--- config.mk ---
export PLATFORM = sky130hd
export DESIGN_NAME = owbm_out_reg
export DESIGN_NICKNAME = d
export VERILOG_FILES = /design/src/rtl/core/owbm_pkg.sv /design/src/rtl/core/owbm_out_reg.sv
export SDC_FILE = /design/constraint.sdc
export NUM_CORES = 1
export LEC_CHECK = 0
export BUFFER_PORTS_ARGS = -buffer_cell sky130_fd_sc_hd__buf_2
export CORE_MARGIN = 2
export CORE_UTILIZATION = 33
export CTS_CLUSTER_DIAMETER = 40
export DETAILED_ROUTE_END_ITERATION = 8
export GPL_ROUTABILITY_DRIVEN = 0
export PLACE_DENSITY = 0.7
export SYNTH_ARGS = -nofsm -noshare
export SYNTH_HDL_FRONTEND = slang
export SYNTH_SLANG_ARGS = --single-unit
--- constraint.sdc ---
create_clock -name i_clk -period 1 [get_ports i_clk]
set_clock_uncertainty 0.1 [all_clocks]
set_input_delay 0.1 -clock i_clk [delete_from_list [all_inputs] [get_ports i_clk]]
set_output_delay 0.1 -clock i_clk [all_outputs]
set_load 0.1 [all_outputs]
--- src/rtl/core/owbm_pkg.sv ---
`default_nettype none

package owbm_pkg;

    localparam int OP_W   = 3;
    localparam int DATA_W = 8;
    localparam int CNT_W  = 10;
    localparam int BITS_W = 4;

    localparam int RESET_LOW_TICKS_DEF = 480;

    // Bus timing in microsecond ticks.
    localparam logic [CNT_W-1:0] T_PRES_SAMPLE = CNT_W'(70);
    localparam logic [CNT_W-1:0] T_RST_REC     = CNT_W'(410);
    localparam logic [CNT_W-1:0] T_SHORT_LOW   = CNT_W'(6);
    localparam logic [CNT_W-1:0] T_W0_LOW      = CNT_W'(60);
    localparam logic [CNT_W-1:0] T_W1_REC      = CNT_W'(64);
    localparam logic [CNT_W-1:0] T_W0_REC      = CNT_W'(10);
    localparam logic [CNT_W-1:0] T_RD_SAMPLE   = CNT_W'(9);
    localparam logic [CNT_W-1:0] T_RD_REC      = CNT_W'(55);

    localparam logic [BITS_W-1:0] BITS_BYTE = BITS_W'(8);

    typedef logic [OP_W-1:0] t_op;

    localparam t_op OP_TICK  = 3'd0;
    localparam t_op OP_RESET = 3'd1;
    localparam t_op OP_WBIT  = 3'd2;
    localparam t_op OP_RBIT  = 3'd3;
    localparam t_op OP_WBYTE = 3'd4;
    localparam t_op OP_RBYTE = 3'd5;

    typedef struct packed {
        logic              drive_low;
        logic              busy_res;
        logic              done_res;
        logic              presence;
        logic [DATA_W-1:0] read_data;
        logic              rejected;
    } t_result;

endpackage

`default_nettype wire

--- src/rtl/core/owbm_out_reg.sv ---
`default_nettype none

module owbm_out_reg import owbm_pkg::*; (
    input  wire logic    i_clk,
    input  wire logic    i_rst_n,
    input  wire logic    i_valid,
    input  wire t_result i_res,
    output logic         o_ready,
    output logic         o_valid,
    output t_result      o_res,
    input  wire logic    i_ready
);

    logic    r_valid;
    t_result r_res;

    // A new result may load while the held one leaves in the same cycle.
    assign o_ready = !r_valid || i_ready;
    assign o_valid = r_valid;
    assign o_res   = r_res;

    always_ff @(posedge i_clk) begin
        if (!i_rst_n) begin
            r_valid <= 1'b0;
        end else if (o_ready) begin
            r_valid <= i_valid;
        end
    end

    always_ff @(posedge i_clk) begin
        if (o_ready && i_valid) begin
            r_res <= i_res;
        end
    end

    a_hold_stall: assert property (@(posedge i_clk) disable iff (!i_rst_n)
        (r_valid && !i_ready) |=> (r_valid && $stable(r_res)))
        else $error("held result lost under stall");

    a_load: assert property (@(posedge i_clk) disable iff (!i_rst_n)
        (i_valid && o_ready) |=> r_valid)
        else $error("accepted transaction did not load the result register");

    a_drain: assert property (@(posedge i_clk) disable iff (!i_rst_n)
        (!i_valid && r_valid && i_ready) |=> !r_valid)
        else $error("result repeated after it was taken");

endmodule

`default_nettype wire

==> qor.csv <==
metric,value,unit
outcome,"complete, but fails checks",
violations,negative setup slack,
p_comb_share,33.6,%
drt-total-wl,1.10,mm
fin_ws,-0.153,ns
synth_top_family_by_area,simple AND/OR/NAND/NOR gates,
via_count,362,
htreeDepth,1,
synth_nets,35,
slowest_delay,0.36,ns
vias_per_cell,4.11,
power_frac_seq,46.2,%
critPathBufInv,2,
tightest_slew,0.141,ns
synth_top_area_share,87.2,%
globalRouteTotalUtil,16.6,%
peakVddDrop,0.961,mV
first_pass_iters,4,
p_leak,0.462,nW
postRouteAntennaNets,0,
cts_buffers,3,
grt_pass1_vias,403,
cap_viol_max_count,0,
instances_no_fill,88,
cts-root-buf,clkbuf_4,
synth_area,448,um2
worstSetupEndpointType,output pin,
overflow,0,
start_kind,register,
ys_types,6,
ios,32,
stdcell_area,1070,um2
die_width,40.8,um
fin_crit,1.15,ns
post_dp_cell_area,866,um2
intPower,0.00105,W
antennaDiodeCount,0,
clk-insertion-delay-late,0.26,ns
drive_above_1_share,58.9,%
ff2ff_setup_slack,-0.10,ns
netSwitchingPower,0.000487,W
drt_iter0_markers,2,
cts_sinks,14,
synthCells,18,
p_clk_share,20.2,%
grt_max_degree,9,
synth-simple-area-share,5.03,%
synth_area_leaders,"edfxtp_1 87%, dfxtp_1 4.5%, nand2b_4 3.1%",
die-height,40.8,um
synthXorXnorAreaFrac,0,%
grt_pass1_wl,1.62,mm
crit_type,reg2out,
clockBufferDepth,2,
rsz0062_at_grt,true,
dp_cells,66,
crit_fanout,2,
muxShareOfSynthArea,0,%
preCtsSetupSlack,-0.0521,ns
final-hold-violation-count,0,
start_util,34.9,%
die_area,1670,um2
path_delay_family,flip-flops,
row_count,13,
period_share,115,%
antenna_found_initial,0,
clk_pin_slew,0.07,ns
final_nets,91,
crit_chain,nand2b_4 > buf_6 > buf_12,
synth.ff_latch_count,14,
cts_tree,done,
yosysTopAreaCell,edfxtp_1,
critPathArrivalTime,0.95,ns
required,0.80,ns
synth_area_per_cell,24.9,um2
core_area,1280,um2
yosysSeqAreaShare,91.6,%
synth_fa_ha_area_share,0,%
wire_per_inst,12.5,um
drc,0,
critPathSlowestCell,dfxtp_4,
synth-compound-area-share,2.51,%
p_sw_share,31.8,%
port-buffer-count,31,
timing.final.setup_violations,28,
fmax,867,MHz
yosys_warnings,0,
max-slew-margin-rel,90.6,%
p_per_area,1430,nW/um2
holdCritPathClass,in2reg,
area_growth,139,%
drv_slew,0,
[cell families after synthesis]
family	count (synthesis)
DFF	14
buffers and inverters	1
and+or+nand+nor	2
AOI/OAI and AO/OA	1
[routing by layer]
metal / up-vias / GRT usage (%) / wire length (um)
met5: - / 0 / 0
met4: 0 / 12.5 / 8
met3: 2 / 4.35 / 95
met2: 22 / 28.9 / 631
met1: 159 / 16.5 / 367
li1: 179 / - / -
[power by group through the flow]
stage               sequential, W  combinational (W)  clock (W)
floorplan                0.000944          0.0000355          0
global placement         0.000721           0.000454          0
detailed placement       0.000723           0.000458          0
CTS                      0.000709           0.000515   0.000328
global route             0.000711           0.000533   0.000359
finish                   0.000708           0.000515   0.000310
[what timing repair did]
action	CTS	global route
gates resized for setup	2	0
endpoints found under the setup margin	28	28
endpoints found under the hold margin	14	0
hold buffers	15	0
gates cloned	1	0
pin swaps	1	0
buffers inserted	2	0
[Yosys cell counts]
cell type,instances
and2_4,1
inv_1,1
edfxtp_1,13
nand2b_4,1
dfxtp_1,1
a21boi_2,1
[final cells by class]
| class | count | area (um2) |
|---|---|---|
| clock buffers | 4 | 26.3 |
| fillers | 63 | 215 |
| inverters | 1 | 3.75 |
| multi-input cells | 4 | 42.5 |
| flip-flops and latches | 14 | 414 |
| well taps | 15 | 18.8 |
| repair buffers | 50 | 564 |
[final timing paths]
| path | startpoint | endpoint | cells after the start |
|---|---|---|---|
| setup reg to reg | o_valid | o_res[10] | 3 |
| hold reg to reg | o_valid | o_valid | 4 |
| hold / removal | i_valid | o_res[6] | 2 |
| setup / recovery | o_valid | o_ready | 3 |
[registers in the layout, indices dropped and copies added, names as in the netlist]
register and flops:
o_res 13, o_valid 1
[stage by stage]
step | hold WS, ns | setup TNS, ns | total power (W) | util [%]
after global placement | 0.178 | -0.387 | 0.00118 | 67.4
after detailed placement | 0.179 | -0.674 | 0.00118 | 67.4
final | 0.150 | -2.46 | 0.00153 | 83.3
after CTS | 0.137 | -2.64 | 0.00155 | 83.3
after floorplan | 0.0989 | -7.20 | 0.000979 | -
after global routing | 0.138 | -3.39 | 0.00160 | 83.3
[cells in the final DEF (no fill, tap or decap)]
master / n
nand2b_4: 1
buf_6: 1
inv_1: 1
clkbuf_1: 1
edfxtp_1: 13
a21boi_2: 1
and2_4: 2
buf_4: 3
buf_12: 15
dfxtp_4: 1
dlygate4sd3_1: 15
buf_2: 16
clkbuf_4: 3
Note: power is estimated with default switching activity, not from simulation.
