**config.mk**
```make
export PLATFORM = sky130hd
export DESIGN_NAME = owbm_seq
export DESIGN_NICKNAME = d
export VERILOG_FILES = /design/src/rtl/core/owbm_pkg.sv /design/src/rtl/core/owbm_seq.sv
export SDC_FILE = /design/constraint.sdc
export NUM_CORES = 1
export LEC_CHECK = 0
export ABC_AREA = 1
export BUFFER_PORTS_ARGS = -buffer_cell sky130_fd_sc_hd__buf_2
export CAP_MARGIN = 25
export CORE_MARGIN = 3
export CORE_UTILIZATION = 40
export DETAILED_ROUTE_END_ITERATION = 16
export GPL_ROUTABILITY_DRIVEN = 0
export GPL_TIMING_DRIVEN = 0
export PLACE_DENSITY = 0.65
export SLEW_MARGIN = 10
export SYNTH_ARGS = -nofsm -noshare
export SYNTH_HDL_FRONTEND = slang
export SYNTH_SLANG_ARGS = --single-unit
```
**constraint.sdc**
```tcl
create_clock -name i_clk -period 4.5 [get_ports i_clk]
set_input_delay 0.9 -clock i_clk [delete_from_list [all_inputs] [get_ports i_clk]]
set_output_delay 0.9 -clock i_clk [all_outputs]
set_load 0.005 [all_outputs]
```
**src/rtl/core/owbm_pkg.sv**
```systemverilog
`default_nettype none

package owbm_pkg;

    localparam int OP_W   = 3;
    localparam int DATA_W = 8;
    localparam int CNT_W  = 10;
    localparam int BITS_W = 4;

    localparam int RESET_LOW_TICKS_DEF = 480;

    // Bus timing in microsecond ticks.
    localparam logic [CNT_W-1:0] T_PRES_SAMPLE = CNT_W'(70);
    localparam logic [CNT_W-1:0] T_RST_REC     = CNT_W'(410);
    localparam logic [CNT_W-1:0] T_SHORT_LOW   = CNT_W'(6);
    localparam logic [CNT_W-1:0] T_W0_LOW      = CNT_W'(60);
    localparam logic [CNT_W-1:0] T_W1_REC      = CNT_W'(64);
    localparam logic [CNT_W-1:0] T_W0_REC      = CNT_W'(10);
    localparam logic [CNT_W-1:0] T_RD_SAMPLE   = CNT_W'(9);
    localparam logic [CNT_W-1:0] T_RD_REC      = CNT_W'(55);

    localparam logic [BITS_W-1:0] BITS_BYTE = BITS_W'(8);

    typedef logic [OP_W-1:0] t_op;

    localparam t_op OP_TICK  = 3'd0;
    localparam t_op OP_RESET = 3'd1;
    localparam t_op OP_WBIT  = 3'd2;
    localparam t_op OP_RBIT  = 3'd3;
    localparam t_op OP_WBYTE = 3'd4;
    localparam t_op OP_RBYTE = 3'd5;

    typedef struct packed {
        logic              drive_low;
        logic              busy_res;
        logic              done_res;
        logic              presence;
        logic [DATA_W-1:0] read_data;
        logic              rejected;
    } t_result;

endpackage

`default_nettype wire

```
**src/rtl/core/owbm_seq.sv**
```systemverilog
`default_nettype none

module owbm_seq import owbm_pkg::*; #(
    parameter int RESET_LOW_TICKS = RESET_LOW_TICKS_DEF
) (
    input  wire logic              i_clk,
    input  wire logic              i_rst_n,
    input  wire logic              i_accept,
    input  wire logic [OP_W-1:0]   i_op,
    input  wire logic [DATA_W-1:0] i_data_value,
    input  wire logic              i_line_level,
    output t_result                o_res
);

    typedef enum logic [2:0] {
        PH_IDLE,
        PH_RST_LOW,
        PH_RST_WAIT,
        PH_RST_REC,
        PH_SLOT_LOW,
        PH_RD_WAIT,
        PH_SLOT_REC
    } t_phase;

    localparam logic [CNT_W-1:0] T_RST_LOW = CNT_W'(RESET_LOW_TICKS);

    t_phase             r_phase, n_phase;
    t_op                r_kind, n_kind;
    logic [CNT_W-1:0]   r_tick, n_tick;
    logic [DATA_W-1:0]  r_shift, n_shift;
    logic [BITS_W-1:0]  r_bits, n_bits;
    logic               r_presence, n_presence;
    logic               r_line, n_line;

    logic               done;
    logic               rej;
    logic               is_read;
    logic               one;
    logic [CNT_W-1:0]   cnt;
    logic [DATA_W-1:0]  rd;

    assign is_read = (r_kind == OP_RBIT) || (r_kind == OP_RBYTE);
    assign one     = r_shift[0];
    assign cnt     = r_tick + CNT_W'(1);

    always_comb begin
        n_phase    = r_phase;
        n_kind     = r_kind;
        n_tick     = r_tick;
        n_shift    = r_shift;
        n_bits     = r_bits;
        n_presence = r_presence;
        n_line     = r_line;
        done       = 1'b0;
        rej        = 1'b0;
        rd         = '0;

        case (i_op)
            OP_TICK: begin
                if (r_phase != PH_IDLE) begin
                    n_tick = cnt;
                    case (r_phase)
                        PH_RST_LOW: begin
                            if (cnt >= T_RST_LOW) begin
                                n_line  = 1'b0;
                                n_tick  = '0;
                                n_phase = PH_RST_WAIT;
                            end
                        end
                        PH_RST_WAIT: begin
                            if (cnt >= T_PRES_SAMPLE) begin
                                n_presence = ~i_line_level;
                                n_tick     = '0;
                                n_phase    = PH_RST_REC;
                            end
                        end
                        PH_RST_REC: begin
                            if (cnt >= T_RST_REC) begin
                                n_line  = 1'b0;
                                n_tick  = '0;
                                n_phase = PH_IDLE;
                                done    = 1'b1;
                            end
                        end
                        PH_SLOT_LOW: begin
                            if (cnt >= (is_read ? T_SHORT_LOW
                                                : (one ? T_SHORT_LOW : T_W0_LOW))) begin
                                n_line  = 1'b0;
                                n_tick  = '0;
                                n_phase = is_read ? PH_RD_WAIT : PH_SLOT_REC;
                            end
                        end
                        PH_RD_WAIT: begin
                            if (cnt >= T_RD_SAMPLE) begin
                                if (r_kind == OP_RBIT) begin
                                    n_shift = {{(DATA_W-1){1'b0}}, i_line_level};
                                end else begin
                                    n_shift = {i_line_level, r_shift[DATA_W-1:1]};
                                end
                                n_tick  = '0;
                                n_phase = PH_SLOT_REC;
                            end
                        end
                        PH_SLOT_REC: begin
                            if (cnt >= (is_read ? T_RD_REC
                                                : (one ? T_W1_REC : T_W0_REC))) begin
                                if (!is_read) begin
                                    n_shift = {1'b0, r_shift[DATA_W-1:1]};
                                end
                                n_tick = '0;
                                if (r_bits > BITS_W'(1)) begin
                                    // Next bit slot of a byte starts on this same tick.
                                    n_bits  = r_bits - BITS_W'(1);
                                    n_line  = 1'b1;
                                    n_phase = PH_SLOT_LOW;
                                end else begin
                                    n_bits  = '0;
                                    n_line  = 1'b0;
                                    n_phase = PH_IDLE;
                                    done    = 1'b1;
                                    if (is_read) begin
                                        rd = n_shift;
                                    end
                                end
                            end
                        end
                        default: begin
                            n_line  = 1'b0;
                            n_tick  = '0;
                            n_phase = PH_IDLE;
                        end
                    endcase
                end
            end
            OP_RESET, OP_WBIT, OP_RBIT, OP_WBYTE, OP_RBYTE: begin
                if (r_phase != PH_IDLE) begin
                    rej = 1'b1;
                end else begin
                    n_kind  = i_op;
                    n_line  = 1'b1;
                    n_tick  = '0;
                    n_phase = PH_SLOT_LOW;
                    case (i_op)
                        OP_RESET: begin
                            n_bits  = '0;
                            n_phase = PH_RST_LOW;
                        end
                        OP_WBIT: begin
                            n_shift = {{(DATA_W-1){1'b0}}, i_data_value[0]};
                            n_bits  = BITS_W'(1);
                        end
                        OP_RBIT: begin
                            n_shift = '0;
                            n_bits  = BITS_W'(1);
                        end
                        OP_WBYTE: begin
                            n_shift = i_data_value;
                            n_bits  = BITS_BYTE;
                        end
                        default: begin
                            n_shift = '0;
                            n_bits  = BITS_BYTE;
                        end
                    endcase
                end
            end
            default: begin
                // Unused codes: no tick, no command.
            end
        endcase
    end

    always_comb begin
        o_res.drive_low = n_line;
        o_res.busy_res  = (n_phase != PH_IDLE);
        o_res.done_res  = done;
        o_res.presence  = n_presence;
        o_res.read_data = rd;
        o_res.rejected  = rej;
    end

    always_ff @(posedge i_clk) begin
        if (!i_rst_n) begin
            r_phase    <= PH_IDLE;
            r_kind     <= OP_TICK;
            r_tick     <= '0;
            r_shift    <= '0;
            r_bits     <= '0;
            r_presence <= 1'b0;
            r_line     <= 1'b0;
        end else if (i_accept) begin
            r_phase    <= n_phase;
            r_kind     <= n_kind;
            r_tick     <= n_tick;
            r_shift    <= n_shift;
            r_bits     <= n_bits;
            r_presence <= n_presence;
            r_line     <= n_line;
        end
    end

    a_done_rej_excl: assert property (@(posedge i_clk) disable iff (!i_rst_n)
        i_accept |-> !(done && rej))
        else $error("done and rejected in the same transaction");

    a_done_idle: assert property (@(posedge i_clk) disable iff (!i_rst_n)
        (i_accept && done) |=> (r_phase == PH_IDLE && !r_line))
        else $error("command completed but sequencer not idle");

    a_rej_hold: assert property (@(posedge i_clk) disable iff (!i_rst_n)
        (i_accept && rej) |=> ($stable(r_phase) && $stable(r_tick) && $stable(r_shift)))
        else $error("rejected command changed sequencer state");

    a_line_low_phase: assert property (@(posedge i_clk) disable iff (!i_rst_n)
        r_line |-> (r_phase == PH_RST_LOW || r_phase == PH_SLOT_LOW))
        else $error("line driven outside a low phase");

    a_bits_range: assert property (@(posedge i_clk) disable iff (!i_rst_n)
        r_bits <= BITS_BYTE)
        else $error("bit count out of range");

endmodule

`default_nettype wire

```
==> results.toml <==
[finish]
multi_input_area_um2 = 1790
seqCellArea_um2 = 601
area_growth_pct = 12.9
nFillCells = 706
finalNetCount = 509
n_antenna_cell = 0
final_cell_mix = "nand2_1, inv_1, nor2_1, a21oi_1, buf_2"
fin_util_pct = 47.6
mostFrequentLayoutCell = "nand2_1"
drive_gt1_share_pct = 19.1

[worst_setup_path]
crit_slowest_cell = "dfxtp_1"
path_buf_inv = 4
critical-path-top-delay-family = "simple AND/OR/NAND/NOR gates"
endpoint_kind = "output port"
worstPathArrival_ps = 3250
cp_common_cell = "nand2_1"
cp_data_required_time_ps = 3600
cpPeakStageDelay_ps = 340
crit_path_start_kind = "flip-flop"
path_class = "reg -> out"
cp_cell_sequence = "nand2_1, nor2_2, inv_1, nand2_1, buf_2, nor2_1, ha_1, a21boi_0, o21ai_0, nand3_1, a21oi_2, nand2_1, nand2_1, nor2_1, a32o_1, buf_4, buf_2"
reg2reg_slack_ps = 1540
path_max_fanout = 10

[cts]
cts_hold_buf = 0
cts_buffers = 5
ctsLongestPathBuffers = 2
h-tree-depth = 2
clk_latency_ps = 290
path_clk_slew_ps = 70
clkSinkCount = 30
cts_tree = "yes"
cts_root_buf = "clkbuf_8"

[sta]
finalCritPeriodShare_pct = 92.3
hold_violations = 0
worst_pin_slew_ps = 556
max_slew_margin_pct = 63.0
rsz0062_at_grt = "no"
skew_ps = 9.50
period_needed_ps = 4150
setup_tns_ps = 0
maxSlewViolCount = 0
setup_viol = 0
fmax_ghz = 0.241

[synth]
synth_top_area_share_pct = 22.1
ys_seq_area_share_pct = 22.1
synth_edf_count = 0
async_reset_ff_share_pct = 0
yosys.cell_types.count = 42
synth.net_count = 476
synth_ff_type = "dfxtp_1"
ys_top_cells_by_area = "dfxtp_1, nand2_1, inv_1"
ys_ff_latch = 30
avgSynthCellArea_um2 = 6.08
netlist.top_cell.by_area = "dfxtp_1"
synth_area_um2 = 2720
ys_warn_count = 0
syn_inst = 448

[route]
drt_iter0_markers = 171
wl_met3_um = 374
drc = 0
wl_um = 6930
routed_via_density = 5.15
drt_first_pass_iters = 5
drtAntennaViolNets = 0
met2_length_um = 3130
vias = 2879
dr.max_layer_used = "met4"
routedWlPerCell_um = 12.4
wirelength_met1_um = 3370

[global_route]
antenna_found_initial = 0
grt-ovfl-total = 0
grt_pass1_vias = 2544
grt_max_degree = 13
track_usage_pct = 18.6
grt_pass1_wl_um = 11600

[floorplan]
die_x_um = 88.5
die_area_um2 = 7830
die_h_um = 88.5
start_util_pct = 42.2
ios = 28
rows = 29
core-area_um2 = 6460

[pwr]
ir_worst_vdd_v = 0.000127
power_uw = 736
leakage_nw = 1.46
p_per_area_nw_per_um2 = 239

[outcome]
status = "finished clean"

[place]
portBuffers = 27
hpwlAfterDp_um = 5460

[run]
drv_cap = 0

[min_path]
min_path_type = "reg -> reg"
-- metrics by stage --
| stage | area, um2 | std cells | setup WS, ps | hold slack [ps] |
|---|---|---|---|---|
| after floorplan | 2720 | 448 | 1100 | 458 |
| after global placement | 2950 | 552 | 366 | 482 |
| after detailed placement | 2950 | 552 | 345 | 490 |
| after CTS | 3060 | 560 | 23.0 | 502 |
| after global routing | 3070 | 559 | 37.9 | 538 |
| final | 3070 | 559 | 347 | 504 |
-- per-layer routing --
layer  up-vias  GRT usage, %
li1       1524             -
met1      1280          26.1
met3         4          2.79
met2        71          29.4
met4         0          5.22
met5         -             0
-- cell type report --
cell class / count / share of cell area (%)
plain buffers: 13 / 2.73
well taps: 77 / 3.14
clock inverters: 1 / 0.977
clock buffers: 7 / 2.48
flip-flops and latches: 30 / 19.5
multi-input cells: 335 / 58.3
inverters: 69 / 8.43
repair buffers: 27 / 4.40
-- sequential cells by signal, indices dropped and copies added, names as in the netlist --
register    count
r_phase         3
r_tick         10
r_line          1
r_shift         8
r_kind          3
r_bits          4
r_presence      1
-- cell usage after synthesis (2+ instances only) --
master,number
o21ai_1,7
a32oi_1,2
nand3b_1,2
nor2_4,2
inv_1,57
inv_2,11
a22oi_1,3
or2_2,2
nor3_1,4
dfxtp_1,30
nor2_2,7
o21ai_0,29
a21oi_1,42
a211oi_1,2
nand4_1,6
nand2_2,10
nand3_1,27
nand2_1,102
ha_1,13
buf_4,4
o211ai_1,3
clkbuf_1,4
buf_6,2
buf_2,4
a31oi_1,2
nand3_2,4
nor4_1,2
nor2_1,51
-- logic make-up (layout without fill, tap and decap cells) --
logic type	after synthesis	count (layout)	synth area share, %
simple gates	223	223	38.1
compound gates	98	98	20.9
fa+ha+maj	13	13	5.97
buf+inv	83	117	12.7
flops	30	30	22.1
xor+xnor	1	1	0.322
-- power by group --
group          switching [mW]  total, mW  internal, mW
Clock                   0.106      0.271         0.166
Combinational           0.109      0.171        0.0623
Sequential             0.0118      0.293         0.281
Total                   0.226      0.736         0.509
-- what timing repair did --
item,4_1_cts,5_1_grt
endpoints found under the setup margin,0,11
setup buffers,0,0
resized for setup,0,5
-- path summary, 6_finish.rpt --
check | from | to | cells after the start
max | r_kind[1]$_SDFFE_PN0P_ | o_res[10] | 17
min | r_shift[0]$_SDFFE_PN0P_ | r_shift[0]$_SDFFE_PN0P_ | 2
max reg2reg | r_kind[1]$_SDFFE_PN0P_ | r_shift[3]$_SDFFE_PN0P_ | 19
min reg2reg | r_shift[0]$_SDFFE_PN0P_ | r_shift[0]$_SDFFE_PN0P_ | 2
-- worst reg2reg max path, stage by stage (launching register included) --
cell      delay [ps]
dfxtp_1          340
nand2_1           70
nor2_2           230
inv_1            170
nand2_1          160
buf_2            240
nor2_1            80
ha_1             270
a21boi_0         120
o21ai_0          140
nand3_1          100
a21oi_2          210
nand3_2          130
nand2_2          110
nand2_2           50
nand2_2           90
inv_2             60
buf_6            140
o21ai_1          120
a21oi_1           50
Note: power is estimated with default switching activity, not from simulation.
